$ cat src/sv/pbenc_pkg.sv
// types and constants of the protobuf scalar field encoder
package pbenc_pkg;

  // input opcodes
  typedef enum logic [2:0] {
    OP_VARINT  = 3'd0,
    OP_ZIGZAG  = 3'd1,
    OP_FIXED64 = 3'd2,
    OP_FIXED32 = 3'd3,
    OP_LENGTH  = 3'd4,
    OP_RAW     = 3'd5
  } op_e;

  // wire types placed in the low bits of the tag
  localparam logic [2:0] WIRE_VARINT = 3'd0;
  localparam logic [2:0] WIRE_I64    = 3'd1;
  localparam logic [2:0] WIRE_LEN    = 3'd2;
  localparam logic [2:0] WIRE_I32    = 3'd5;

  // byte counts of the little-endian payloads
  localparam logic [3:0] LE8_BYTES = 4'd8;
  localparam logic [3:0] LE4_BYTES = 4'd4;

  // payload forms carried out by the back end
  typedef enum logic [1:0] {
    KIND_VARINT = 2'd0,
    KIND_LE8    = 2'd1,
    KIND_LE4    = 2'd2,
    KIND_RAW    = 2'd3
  } kind_e;

  // input item
  typedef struct packed {
    logic [2:0]  opcode;
    logic [28:0] field_number;
    logic [63:0] value;
  } pbenc_in_t;

  // result item
  typedef struct packed {
    logic [7:0] out_byte;
    logic       last_byte;
  } pbenc_out_t;

  // classified command between front and back
  typedef struct packed {
    kind_e       kind;
    logic [31:0] tag;
    logic [63:0] payload;
  } cmd_t;

endpackage

$ cat src/sv/protobuf_scalar_field_encoder_unit.sv
// An item passes through the command queue, the back end's working registers and
// the output register to the result ports. The serialiser loads each command in its
// idle state, then emits one byte per cycle while the output register is free.
// A queue of QueueDepth commands lets the front keep taking items meanwhile.
// Reset (asynchronous, active low) empties the queue and the result register.
module protobuf_scalar_field_encoder_unit #(
  parameter int QueueDepth = 2
) (
  input  logic                  clk_i,
  input  logic                  rst_ni,
  input  pbenc_pkg::pbenc_in_t  in_i,
  input  logic                  push,
  output logic                  full,
  output pbenc_pkg::pbenc_out_t out_o,
  output logic                  empty,
  input  logic                  pop
);

  pbenc_pkg::cmd_t front_cmd, queue_cmd;
  logic            cmd_push, cmd_full, cmd_pop, cmd_empty;

  // classify incoming items
  pbenc_front u_front (
    .in_i       (in_i),
    .push_i     (push),
    .full_o     (full),
    .cmd_o      (front_cmd),
    .cmd_push_o (cmd_push),
    .cmd_full_i (cmd_full)
  );

  // decouple front from back
  pbenc_queue #(
    .Depth (QueueDepth)
  ) u_queue (
    .clk_i   (clk_i),
    .rst_ni  (rst_ni),
    .push_i  (cmd_push),
    .data_i  (front_cmd),
    .full_o  (cmd_full),
    .pop_i   (cmd_pop),
    .data_o  (queue_cmd),
    .empty_o (cmd_empty)
  );

  // byte serialiser with output register
  pbenc_back u_back (
    .clk_i       (clk_i),
    .rst_ni      (rst_ni),
    .cmd_i       (queue_cmd),
    .cmd_empty_i (cmd_empty),
    .cmd_pop_o   (cmd_pop),
    .out_o       (out_o),
    .empty_o     (empty),
    .pop_i       (pop)
  );

endmodule

$ cat src/sv/pbenc_front.sv
// front end: accepts items, builds the tag and the payload word
module pbenc_front (
  input  pbenc_pkg::pbenc_in_t in_i,
  input  logic                 push_i,
  output logic                 full_o,
  output pbenc_pkg::cmd_t      cmd_o,
  output logic                 cmd_push_o,
  input  logic                 cmd_full_i
);

  logic       known;
  logic [2:0] wire_type;

  // classify the opcode
  always_comb begin
    known         = 1'b1;
    wire_type     = pbenc_pkg::WIRE_VARINT;
    cmd_o.kind    = pbenc_pkg::KIND_VARINT;
    cmd_o.payload = in_i.value;
    case (in_i.opcode)
      pbenc_pkg::OP_VARINT: begin
        wire_type = pbenc_pkg::WIRE_VARINT;
      end
      pbenc_pkg::OP_ZIGZAG: begin
        wire_type     = pbenc_pkg::WIRE_VARINT;
        cmd_o.payload = {in_i.value[62:0], 1'b0} ^ {64{in_i.value[63]}};
      end
      pbenc_pkg::OP_FIXED64: begin
        wire_type  = pbenc_pkg::WIRE_I64;
        cmd_o.kind = pbenc_pkg::KIND_LE8;
      end
      pbenc_pkg::OP_FIXED32: begin
        wire_type  = pbenc_pkg::WIRE_I32;
        cmd_o.kind = pbenc_pkg::KIND_LE4;
      end
      pbenc_pkg::OP_LENGTH: begin
        wire_type = pbenc_pkg::WIRE_LEN;
      end
      pbenc_pkg::OP_RAW: begin
        cmd_o.kind = pbenc_pkg::KIND_RAW;
      end
      default: begin
        known = 1'b0;
      end
    endcase
    cmd_o.tag = {in_i.field_number, wire_type};
  end

  // unused opcodes are taken and dropped, they give no bytes
  assign full_o     = cmd_full_i;
  assign cmd_push_o = push_i && !cmd_full_i && known;

endmodule

$ cat src/sv/pbenc_queue.sv
// short command queue between front and back end
module pbenc_queue #(
  parameter int Depth = 2
) (
  input  logic            clk_i,
  input  logic            rst_ni,
  input  logic            push_i,
  input  pbenc_pkg::cmd_t data_i,
  output logic            full_o,
  input  logic            pop_i,
  output pbenc_pkg::cmd_t data_o,
  output logic            empty_o
);

  localparam int PtrW = (Depth > 1) ? $clog2(Depth) : 1;
  localparam int CntW = $clog2(Depth + 1);

  pbenc_pkg::cmd_t mem_q [Depth];
  logic [PtrW-1:0] wr_ptr_q, wr_ptr_d, rd_ptr_q, rd_ptr_d;
  logic [CntW-1:0] cnt_q, cnt_d;
  logic            do_push, do_pop;

  assign full_o  = (cnt_q == CntW'(Depth));
  assign empty_o = (cnt_q == '0);
  assign do_push = push_i && !full_o;
  assign do_pop  = pop_i && !empty_o;
  assign data_o  = mem_q[rd_ptr_q];

  // pointer and fill count update
  always_comb begin
    wr_ptr_d = wr_ptr_q;
    rd_ptr_d = rd_ptr_q;
    cnt_d    = cnt_q;
    if (do_push) begin
      wr_ptr_d = (wr_ptr_q == PtrW'(Depth - 1)) ? '0 : wr_ptr_q + 1'b1;
    end
    if (do_pop) begin
      rd_ptr_d = (rd_ptr_q == PtrW'(Depth - 1)) ? '0 : rd_ptr_q + 1'b1;
    end
    if (do_push && !do_pop) begin
      cnt_d = cnt_q + 1'b1;
    end else if (do_pop && !do_push) begin
      cnt_d = cnt_q - 1'b1;
    end
  end

  always_ff @(posedge clk_i or negedge rst_ni) begin
    if (!rst_ni) begin
      wr_ptr_q <= '0;
      rd_ptr_q <= '0;
      cnt_q    <= '0;
    end else begin
      wr_ptr_q <= wr_ptr_d;
      rd_ptr_q <= rd_ptr_d;
      cnt_q    <= cnt_d;
    end
  end

  // entry storage, no reset needed
  always_ff @(posedge clk_i) begin
    if (do_push) begin
      mem_q[wr_ptr_q] <= data_i;
    end
  end

endmodule

$ cat src/sv/pbenc_back.sv
// back end: serialises tag (skipped for raw) and payload one byte per cycle while the output slot is free
module pbenc_back (
  input  logic                  clk_i,
  input  logic                  rst_ni,
  input  pbenc_pkg::cmd_t       cmd_i,
  input  logic                  cmd_empty_i,
  output logic                  cmd_pop_o,
  output pbenc_pkg::pbenc_out_t out_o,
  output logic                  empty_o,
  input  logic                  pop_i
);

  typedef enum logic [2:0] {
    ST_IDLE = 3'b001,
    ST_TAG  = 3'b010,
    ST_BODY = 3'b100
  } st_e;

  st_e                   state_q, state_d;
  pbenc_pkg::kind_e      kind_q, kind_d;
  logic [31:0]           tag_q, tag_d;
  logic [63:0]           data_q, data_d;
  logic [3:0]            cnt_q, cnt_d;
  logic                  out_valid_q, out_valid_d;
  pbenc_pkg::pbenc_out_t out_q, out_d;
  logic                  slot_free, tag_more, data_more;

  // output slot is free when empty or being drained this cycle
  assign slot_free = !out_valid_q || pop_i;
  assign tag_more  = |tag_q[31:7];
  assign data_more = |data_q[63:7];

  always_comb begin
    state_d     = state_q;
    kind_d      = kind_q;
    tag_d       = tag_q;
    data_d      = data_q;
    cnt_d       = cnt_q;
    out_d       = out_q;
    out_valid_d = out_valid_q && !pop_i;
    cmd_pop_o   = 1'b0;
    case (state_q)
      // load the next command
      ST_IDLE: begin
        if (!cmd_empty_i) begin
          cmd_pop_o = 1'b1;
          kind_d    = cmd_i.kind;
          tag_d     = cmd_i.tag;
          data_d    = cmd_i.payload;
          cnt_d     = (cmd_i.kind == pbenc_pkg::KIND_LE8) ? pbenc_pkg::LE8_BYTES
                                                         : pbenc_pkg::LE4_BYTES;
          state_d   = (cmd_i.kind == pbenc_pkg::KIND_RAW) ? ST_BODY : ST_TAG;
        end
      end
      // tag varint, never the final byte
      ST_TAG: begin
        if (slot_free) begin
          out_valid_d     = 1'b1;
          out_d.out_byte  = {tag_more, tag_q[6:0]};
          out_d.last_byte = 1'b0;
          tag_d           = {7'd0, tag_q[31:7]};
          if (!tag_more) begin
            state_d = ST_BODY;
          end
        end
      end
      // payload bytes
      ST_BODY: begin
        if (slot_free) begin
          out_valid_d = 1'b1;
          case (kind_q)
            pbenc_pkg::KIND_VARINT: begin
              out_d.out_byte  = {data_more, data_q[6:0]};
              out_d.last_byte = !data_more;
              data_d          = {7'd0, data_q[63:7]};
            end
            pbenc_pkg::KIND_LE8, pbenc_pkg::KIND_LE4: begin
              out_d.out_byte  = data_q[7:0];
              out_d.last_byte = (cnt_q == 4'd1);
              data_d          = {8'd0, data_q[63:8]};
              cnt_d           = cnt_q - 4'd1;
            end
            default: begin
              out_d.out_byte  = data_q[7:0];
              out_d.last_byte = 1'b1;
            end
          endcase
          if (out_d.last_byte) begin
            state_d = ST_IDLE;
          end
        end
      end
      default: begin
        state_d = ST_IDLE;
      end
    endcase
  end

  always_ff @(posedge clk_i or negedge rst_ni) begin
    if (!rst_ni) begin
      state_q     <= ST_IDLE;
      out_valid_q <= 1'b0;
    end else begin
      state_q     <= state_d;
      out_valid_q <= out_valid_d;
    end
  end

  // working and output payload registers
  always_ff @(posedge clk_i) begin
    kind_q <= kind_d;
    tag_q  <= tag_d;
    data_q <= data_d;
    cnt_q  <= cnt_d;
    out_q  <= out_d;
  end

  assign out_o   = out_q;
  assign empty_o = !out_valid_q;

endmodule

$ cat config.mk
export PLATFORM = sky130hd
export DESIGN_NAME = protobuf_scalar_field_encoder_unit
export DESIGN_NICKNAME = d
export VERILOG_FILES = /design/src/sv/pbenc_pkg.sv /design/src/sv/protobuf_scalar_field_encoder_unit.sv /design/src/sv/pbenc_front.sv /design/src/sv/pbenc_queue.sv /design/src/sv/pbenc_back.sv
export SDC_FILE = /design/constraint.sdc
export NUM_CORES = 1
export LEC_CHECK = 0
export ABC_AREA = 1
export BUFFER_PORTS_ARGS = -buffer_cell sky130_fd_sc_hd__buf_2
export CAP_MARGIN = 20
export CORE_MARGIN = 4
export CORE_UTILIZATION = 23
export DETAILED_ROUTE_END_ITERATION = 7
export GPL_TIMING_DRIVEN = 1
export PLACE_DENSITY = 0.38
export SLEW_MARGIN = 20
export SYNTH_ARGS = -nofsm -noshare
export SYNTH_HDL_FRONTEND = slang
export SYNTH_SLANG_ARGS = --single-unit
$ cat constraint.sdc
create_clock -name clk_i -period 16.9 [get_ports clk_i]
set_input_delay 2.535 -clock clk_i [delete_from_list [all_inputs] [get_ports clk_i]]
set_output_delay 2.535 -clock clk_i [all_outputs]
set_load 0.01 [all_outputs]
# [Word-level counts from Yosys, hierarchy flattened]
# Memory sizes are Yosys's and may differ from the RTL's.
# Cells that the tools add are included.
[word_totals] wordCells=112 ramBits=196 n_memories=1 output_inout_bits=11 reg_bits=119
[op_classes] muxes=39 n_reduce_logical=33 n_bitwise=2 addsub=5 eq_ne=21
[mem_list] name="u_queue.mem_q" words=2 word_bits=98 rd=1 rd_clocked_by_memory_dff=0 write_ports=1 line="pbenc_queue.sv:18" text="pbenc_pkg::cmd_t mem_q [Depth];"
[ops] operator="case mux 64 bit (2 select lines)" count=2
[ops] operator="2-to-1 mux 64 bit" count=3
[ops] operator="2-to-1 mux 32 bit" count=2
[ops] operator="case mux 32 bit (2 select lines)" count=1
[ops] operator="bitwise XOR 64 bit" count=1
[ops] operator="OR reduction 57 bit" count=1
[ops] operator="2-to-1 mux 9 bit" count=4
[ops] operator="case mux 9 bit (2 select lines)" count=2
[ops] operator="OR reduction 25 bit" count=1
[ops] operator="2-to-1 mux 3 bit" count=6
[ops] operator="case mux 3 bit (3 select lines)" count=2
[ops] operator="2-to-1 mux 4 bit" count=4
[ops] operator="== test 3 x 2 -> 1 bit (second input constant)" count=3
[ops] operator="== test 3 bit (second input constant)" count=3
[ops] operator="2-to-1 mux 1 bit" count=9
[ops] operator="case mux 4 bit (2 select lines)" count=1
[ops] operator="AND reduction 4 bit" count=2
[ops] operator="nonzero test 2 bit" count=4
[ops] operator="logical AND 1 bit" count=7
[ops] operator="logical NOT 1 bit" count=7
[ops] operator="== test 2 bit (second input constant)" count=3
[ops] operator="== test 3 x 1 -> 1 bit (second input constant)" count=2
[ops] operator="!= test 2 x 1 -> 1 bit (second input constant)" count=3
[ops] operator="!= test 2 bit (second input constant)" count=3
[ops] operator="18 further kinds" count=24

# [Logic depth before layout (Yosys ltp)]
# Gate-level depths: netlist of the first run.
[logic_depth] word_depth=9 ltp_mapped=10 depth_no_buf=10

# [By module]
# Synthesis of the first run repeated with hierarchy kept, for this count alone.
[unflattened] hier_cells=1702 area_unflattened_um2=15289.7
[modules_own_cells] module="pbenc_queue" cells_each=543 area_each_um2=7345.8 seq_area_each_um2=5985.7 instances=1
[modules_own_cells] module="pbenc_back" cells_each=643 area_each_um2=5844.4 seq_area_each_um2=3434.5 instances=1
[modules_own_cells] module="pbenc_front" cells_each=516 area_each_um2=2099.5 seq_area_each_um2=0.0 instances=1

# [Least setup slack after synthesis of the first run]
# No wires, ideal clock.
[synth_path] path_type="input-to-reg" from="input in_i[95] in the netlist's numbering" to="memory u_queue.mem_q[1][0] in the netlist's numbering (enable)" setup_slack_ns=9.388 t_arrival_ns=6.955 cell_stages=5 path_buffers=0 path_cell_list="nand2_1 nand2_1 nor2_1 inv_1 nor2_1"
[synth_via] elab_chain_cells=7 word_cells_on_any_way=12 classes_between="5 x eq/ne; 3 x mux; 4 x reduce/logical"
[synth_lines] element="start, declared" line="protobuf_scalar_field_encoder_unit.sv:11" text="input pbenc_pkg::pbenc_in_t in_i,"
[synth_lines] element="== test 3 x 1 -> 1 bit (tied with other cells)" line="pbenc_front.sv:20" text="case (in_i.opcode)"
[synth_lines] element="OR reduction 6 bit (no line) *"
[synth_lines] element="2-to-1 mux 1 bit *" line="pbenc_front.sv:20"
[synth_lines] element="logical AND 1 bit *" line="pbenc_front.sv:51" text="assign cmd_push_o = push_i && !cmd_full_i && known;"
[synth_lines] element="logical AND 1 bit *" line="pbenc_queue.sv:25" text="assign do_push = push_i && !full_o;"
[synth_lines] element="net u_queue.do_push" line="pbenc_queue.sv:21" text="logic do_push, do_pop;"
[synth_lines] element="2-to-1 mux 1 bit *" line="pbenc_queue.sv:61" text="if (do_push) begin"
[synth_lines] element="2-to-1 mux 1 bit (not written as such) *" line="pbenc_queue.sv:62" text="mem_q[wr_ptr_q] <= data_i;"
[synth_lines] element="end, declared" line="pbenc_queue.sv:18"
# The timed path passes the listed nets; every way through them passes the cells marked *.

# [Worst setup path in the final report of the first run]
[layout_path] from="input in_i[95] in the netlist's numbering" to="memory u_queue.mem_q[0][57] in the netlist's numbering (enable)"
# Same word-level chain as after synthesis.

==> results.toml, run 1 <==
[finish]
fin_cells = 2286
layout_commonest_cell = "edfxtp_1"
layout_common_cells = "edfxtp_1, nor2_1, o21ai_0"
drive_above_1_share = 0.1705
nets = 1526
syn_to_final_growth_pct = 17.42
fillers = 6603
diodes = 0

[synthesis]
synth_ff_type = "edfxtp_1"
syn_avg_cell_area_um2 = 10.82
ys_seq_area_frac = 0.6529
async_flop_share = 0.02540
synth_cells = 1333
synth.top_cell.area_share = 0.6390
synthDistinctLibCells = 36
syn_nets = 1438
synth_area_leaders = "edfxtp_1, o21ai_0, nor2_1"
yosys_register_bits = 315
synth_top_area_cell = "edfxtp_1"
syn-cell-area_mm2 = 0.01443
synth_edf_count = 307
yosysWarningCount = 0

[global_route]
antenna_found_initial = 2
grt-ovfl-total = 0
grt_pass1_vias = 9525
grtUsageTotal = 0.1068
grt_pass1_wl_um = 55950
grtUsageMet1 = 0.1390
globalRouteMet3Util = 0.02199
use_met2 = 0.1816
grt_busiest_layer = "met2"
grt_max_degree = 125

[clock_network]
cts.sinks = 315
cts.repair.resized = 0
clock_path_buffers = 3
clk_latency_ns = 0.54
cts_tree = "yes"
cts_setup_buffers = 0
cts_buffers = 37
cts_root_buf = "clkbuf_16"
cts_hold_buf = 0
path_clk_slew_ns = 0.05
cts_htree_levels = 2

[critical_path]
path_buf_inv = 4
cp_max_fo = 56
start_kind = "input port"
crit_required_ns = 17.04
path_class = "input port to register"
path_delay_family = "buffers and inverters"
arrival_ns = 4.94
worst_setup_path_end_kind = "register"
path_cells = "buf_2 > nand2_1 > nand2_1 > nor2_1 > inv_1 > nor2_4 > buf_4 > buf_4"
critPathSlowestCell = "buf_4"
critPathMaxStageDelay_ns = 0.76

[sta]
rsz0062_at_grt = "false"
fin_ws_ns = 12.11
drv_slew = 0
setup_viol_count_final = 0
max_slew.worst_pin.slew_ns = 1.014
hold_viol = 0
min_period_over_period = 0.2835
final.setup.tns_ns = 0
skew_ns = 0.02278
slew_headroom = 0.3240
fmaxAchievable_mhz = 208.7
fin_crit_ns = 4.790

[power_and_ir_drop]
switching_share = 0.3431
p_leak_nw = 6.317
pwr-share-comb = 0.291
seq_power_share = 0.456
total_power_mw = 2.939
p_sw_mw = 1.008
ir_worst_vdd_mv = 0.09299
powerDensity_mw_per_mm2 = 173.5
pwr-share-clk = 0.253
p_int_mw = 1.931

[run]
drv_cap = 0

[floorplan]
die_y_um = 258.5
start_util = 0.2329
core_mm2 = 0.06194
io_pins = 111
num_rows = 91
die-area_mm2 = 0.06680
die_x_um = 258.5

[placement]
detailed_place_hpwl_um = 22960
numPortBuffers = 110
gp_congestion = 0.7029
place_ws_ns = 11.43
placed_cells = 2218

[min_path]
hold_path_class = "register to register"

[route]
wirelength_um = 36230
drt-vias-per-instance = 4.132
remaining_drc_errors = 0
wl_per_cell_um = 15.85
ant_nets = 0
vias = 9445
dr.first_iter.drc_count = 483
drt_first_pass_iters = 5

[outcome]
status = "finished, final reports clean"
## cell families after synthesis
family          after synthesis  share of synthesized area
flops                       315                     0.6529
compound gates              296                     0.1161
mux                          42                    0.02914
xor+xnor                      4                   0.002429
simple gates                482                     0.1404
fa+ha+maj                     5                   0.004336
buf+inv                     189                    0.05464
## cells in the mapped netlist (5+ instances only)
cell type and n:
nand2_1 186, o211ai_1 56, a31oi_1 26, a21oi_1 8, ha_1 5, dfrtp_1 7, mux2i_1 42, buf_2 33
edfxtp_1 307, nand3_1 10, nor2_1 217, o21ai_0 197, inv_2 5, or2_2 56, inv_1 108, buf_1 5
clkbuf_1 32
## flip-flops by register name, indices dropped and copies added, names as in the netlist
| name | flops |
|---|---|
| u_queue.mem_q | 196 |
| u_back.data_q | 64 |
| u_back.tag_q | 32 |
| u_back.out_o | 9 |
| u_back.cnt_q | 4 |
| u_back.state_q | 3 |
| u_back.kind_q | 2 |
| u_queue.cnt_q | 2 |
| u_back.out_valid_q | 1 |
| u_queue.rd_ptr_q | 1 |
| u_queue.wr_ptr_q | 1 |
## per-stage QoR
stage	instance area [µm²]	utilization	hold slack [ns]
finish	16940	0.2735	0.5125
floorplan	14430	-	0.4674
CTS	16910	0.2731	0.5077
detailed placement	15800	0.2550	0.4963
global placement	15800	0.2550	0.4845
global route	16940	0.2735	0.5379
## power by group through the flow
stage | registers (mW) | logic (mW) | clock network (mW)
floorplan | 1.32 | 0.627 | 0
global placement | 1.36 | 0.881 | 0
detailed placement | 1.36 | 0.884 | 0
CTS | 1.35 | 0.887 | 0.773
global route | 1.37 | 0.982 | 0.805
finish | 1.34 | 0.857 | 0.743
## routing by layer
layer	vias to the layer above	routed length [µm]
li1	4789	-
met1	4476	16670
met2	125	17590
met3	51	1242
met4	4	707
met5	-	23
## cell type report
cell class	count	area (µm²)	share of cell area
clock buffers	49	1002	0.05916
clock inverters	18	115.1	0.006795
inverters	113	425.4	0.02511
multi-input cells	829	4244	0.2505
flip-flops and latches	315	9424	0.5563
well taps	837	1047	0.06182
repair buffers	125	683.2	0.04033
## worst paths after layout
path,slack [ns],start,to,depth (start not counted)
setup / recovery,12.11,in_i[95],u_queue.mem_q[0][57]$_DFFE_PP_,8
hold / removal,0.51,u_queue.cnt_q[0]$_DFFE_PN0P_,u_queue.cnt_q[0]$_DFFE_PN0P_,1
setup reg to reg,13.73,u_queue.cnt_q[1]$_DFFE_PN0P_,u_queue.mem_q[0][57]$_DFFE_PP_,7
hold reg to reg,0.51,u_queue.cnt_q[0]$_DFFE_PN0P_,u_queue.cnt_q[0]$_DFFE_PN0P_,1
max in group asynchronous,14.78,rst_ni,u_back.state_q[0]$_DFFE_PN1P_,1
min in group asynchronous,1.85,rst_ni,u_queue.wr_ptr_q$_DFFE_PN0P_,1
## worst register-to-register path: cells and delay by family, from the launching register on
family	cells	cell delay (ns)
buffers and inverters	4	1.54
flip-flops	1	0.36
AND/OR/NAND/NOR	3	0.84
Power figures use the tool's default switching activity.
==> inputs of run 2 (changes only) <==
- PLACE_DENSITY: 0.38 -> 0.39
- clock period: 16.9 -> 4.3 ns (I/O delays scaled with it)
==> results.toml, run 2 (same netlist as run 1, synthesis figures left out) <==
[global_route]
globalRouteMet3Util = 0.02209
grt_busiest_layer = "met2"
antenna_found_initial = 0
grt_pass1_vias = 9542
grtUsageTotal = 0.1091
use_met2 = 0.1801
grtUsageMet1 = 0.1456
grt_pass1_wl_um = 56960
grt_max_degree = 91
grt-ovfl-total = 0

[finish]
largest_register_ffs = 196
drive_above_1_share = 0.1729
top_regs = "u_queue.mem_q x196, u_back.data_q x64, u_back.tag_q x32"
syn_to_final_growth_pct = 17.80
layout_common_cells = "edfxtp_1, nor2_1, o21ai_0"
largest_register = "u_queue.mem_q"
layout_commonest_cell = "edfxtp_1"
fillers = 6503
fin_util = 0.2744
diodes = 0
nets = 1533

[floorplan]
start_util = 0.2329
core_mm2 = 0.06194
io_pins = 111
num_rows = 91
die-area_mm2 = 0.06680
die_y_um = 258.5
die_x_um = 258.5

[critical_path]
crit_required_ns = 4.47
r2r_cells = 5
arrival_ns = 2.68
path_class = "register to register"
worst_setup_path_end_kind = "register"
start_kind = "register"
cp_max_fo = 90

[min_path]
whs_path_depth = 1
hold_path_class = "input port to register"

[route]
ant_nets = 0
dr.first_iter.drc_count = 440
wirelength_um = 36650
drt-vias-per-instance = 4.140
remaining_drc_errors = 0
vias = 9477
drt_first_pass_iters = 4
wl_per_cell_um = 16.01

[clock_network]
path_clk_slew_ns = 0.05
cts.repair.resized = 0
clk_latency_ns = 0.53
cts.sinks = 315
cts_buffers = 38
cts_root_buf = "clkbuf_16"
cts_htree_levels = 2
clock_path_buffers = 3
cts_tree = "yes"

[sta]
skew_ns = 0.008910
hold_viol = 0
slew_headroom = 0.3253
final.setup.tns_ns = 0
max_slew.worst_pin.slew_ns = 1.012
fin_crit_ns = 2.513
fmaxAchievable_mhz = 397.9
rsz0062_at_grt = "false"
min_period_over_period = 0.5845
setup_viol_count_final = 0
drv_slew = 0

[placement]
detailed_place_hpwl_um = 23670
numPortBuffers = 110
gp_congestion = 0.7128

[run]
drv_cap = 0

[power_and_ir_drop]
powerDensity_mw_per_mm2 = 684.2
ir_worst_vdd_mv = 0.2834
p_leak_nw = 6.340

[outcome]
status = "finished, final reports clean"
## run 2: cell types whose count changed in the layout (fill, tap and decap cells not counted), sizes merged
cell / previous run / this run
buf: 125 / 130
clkinv: 18 / 13
clkbuf: 49 / 47
inv: 112 / 114
bufinv: 1 / 2
clkinvlp: 0 / 1
dlygate4sd3: 0 / 1
## run 2: report_power, final
part / internal [mW] / leakage [nW] / switching [mW]
clock: 1.77 / 0.553 / 1.21
sequential: 4.76 / 2.95 / 0.492
combinational: 1.14 / 2.84 / 2.26
## run 2: layer usage
metal  routed length, µm  vias to the layer above
met3                1415                       52
met2               17180                      139
met5                   0                        -
met4                 835                        0
li1                    -                     4798
met1               17220                     4488
## run 2: worst paths after layout
path / start / endpoint / slack (ns)
max: u_back.state_q[0]$_DFFE_PN1P_ / u_back.cnt_q[2]$_DFFE_PP_ / 1.79
min: in_i[75] / u_queue.mem_q[0][78]$_DFFE_PP_ / 0.30
max reg2reg: u_back.state_q[0]$_DFFE_PN1P_ / u_back.cnt_q[2]$_DFFE_PP_ / 1.79
min reg2reg: u_queue.cnt_q[0]$_DFFE_PN0P_ / u_queue.cnt_q[0]$_DFFE_PN0P_ / 0.52
max in group asynchronous: rst_ni / u_back.state_q[0]$_DFFE_PN1P_ / 3.49
min in group asynchronous: rst_ni / u_queue.wr_ptr_q$_DFFE_PN0P_ / 0.56
## run 2: layout make-up
type	instances	area, µm²	area share
Sequential cell	315	9424	0.5545
Inverter	113	425.4	0.02503
Clock inverter	17	135.1	0.007951
Clock buffer	47	1006	0.05919
Tap cell	837	1047	0.06162
Multi-Input combinational cell	829	4248	0.2499
Timing Repair Buffer	131	710.7	0.04181
## run 2: what timing repair did
item	CTS	global route
setup buffers	0	0
hold buffers	1	0
hold endpoints to repair	7	0
## run 2: critical path: stages, from the launching register on
cell and delay [ns]:
dfstp_2 0.58, nor3_4 0.10, clkinv_2 0.09, buf_4 0.70, nor2_1 0.12, nor3b_1 0.54
## run 2: through the flow
| step | setup WS, ns | cells | instance area [µm²] | hold slack (ns) | power, mW |
|---|---|---|---|---|---|
| finish | 1.787 | 2289 | 17000 | 0.3009 | 11.63 |
| detailed placement | 1.703 | 2224 | 15840 | 0.5133 | 8.857 |
| floorplan | 0.1315 | 1333 | 14430 | 0.3494 | 7.629 |
| CTS | 1.703 | 2289 | 16990 | 0.2545 | 11.92 |
| global route | 1.489 | 2289 | 17000 | 0.2619 | 12.53 |
| global placement | 1.716 | 2224 | 15840 | 0.4840 | 8.845 |
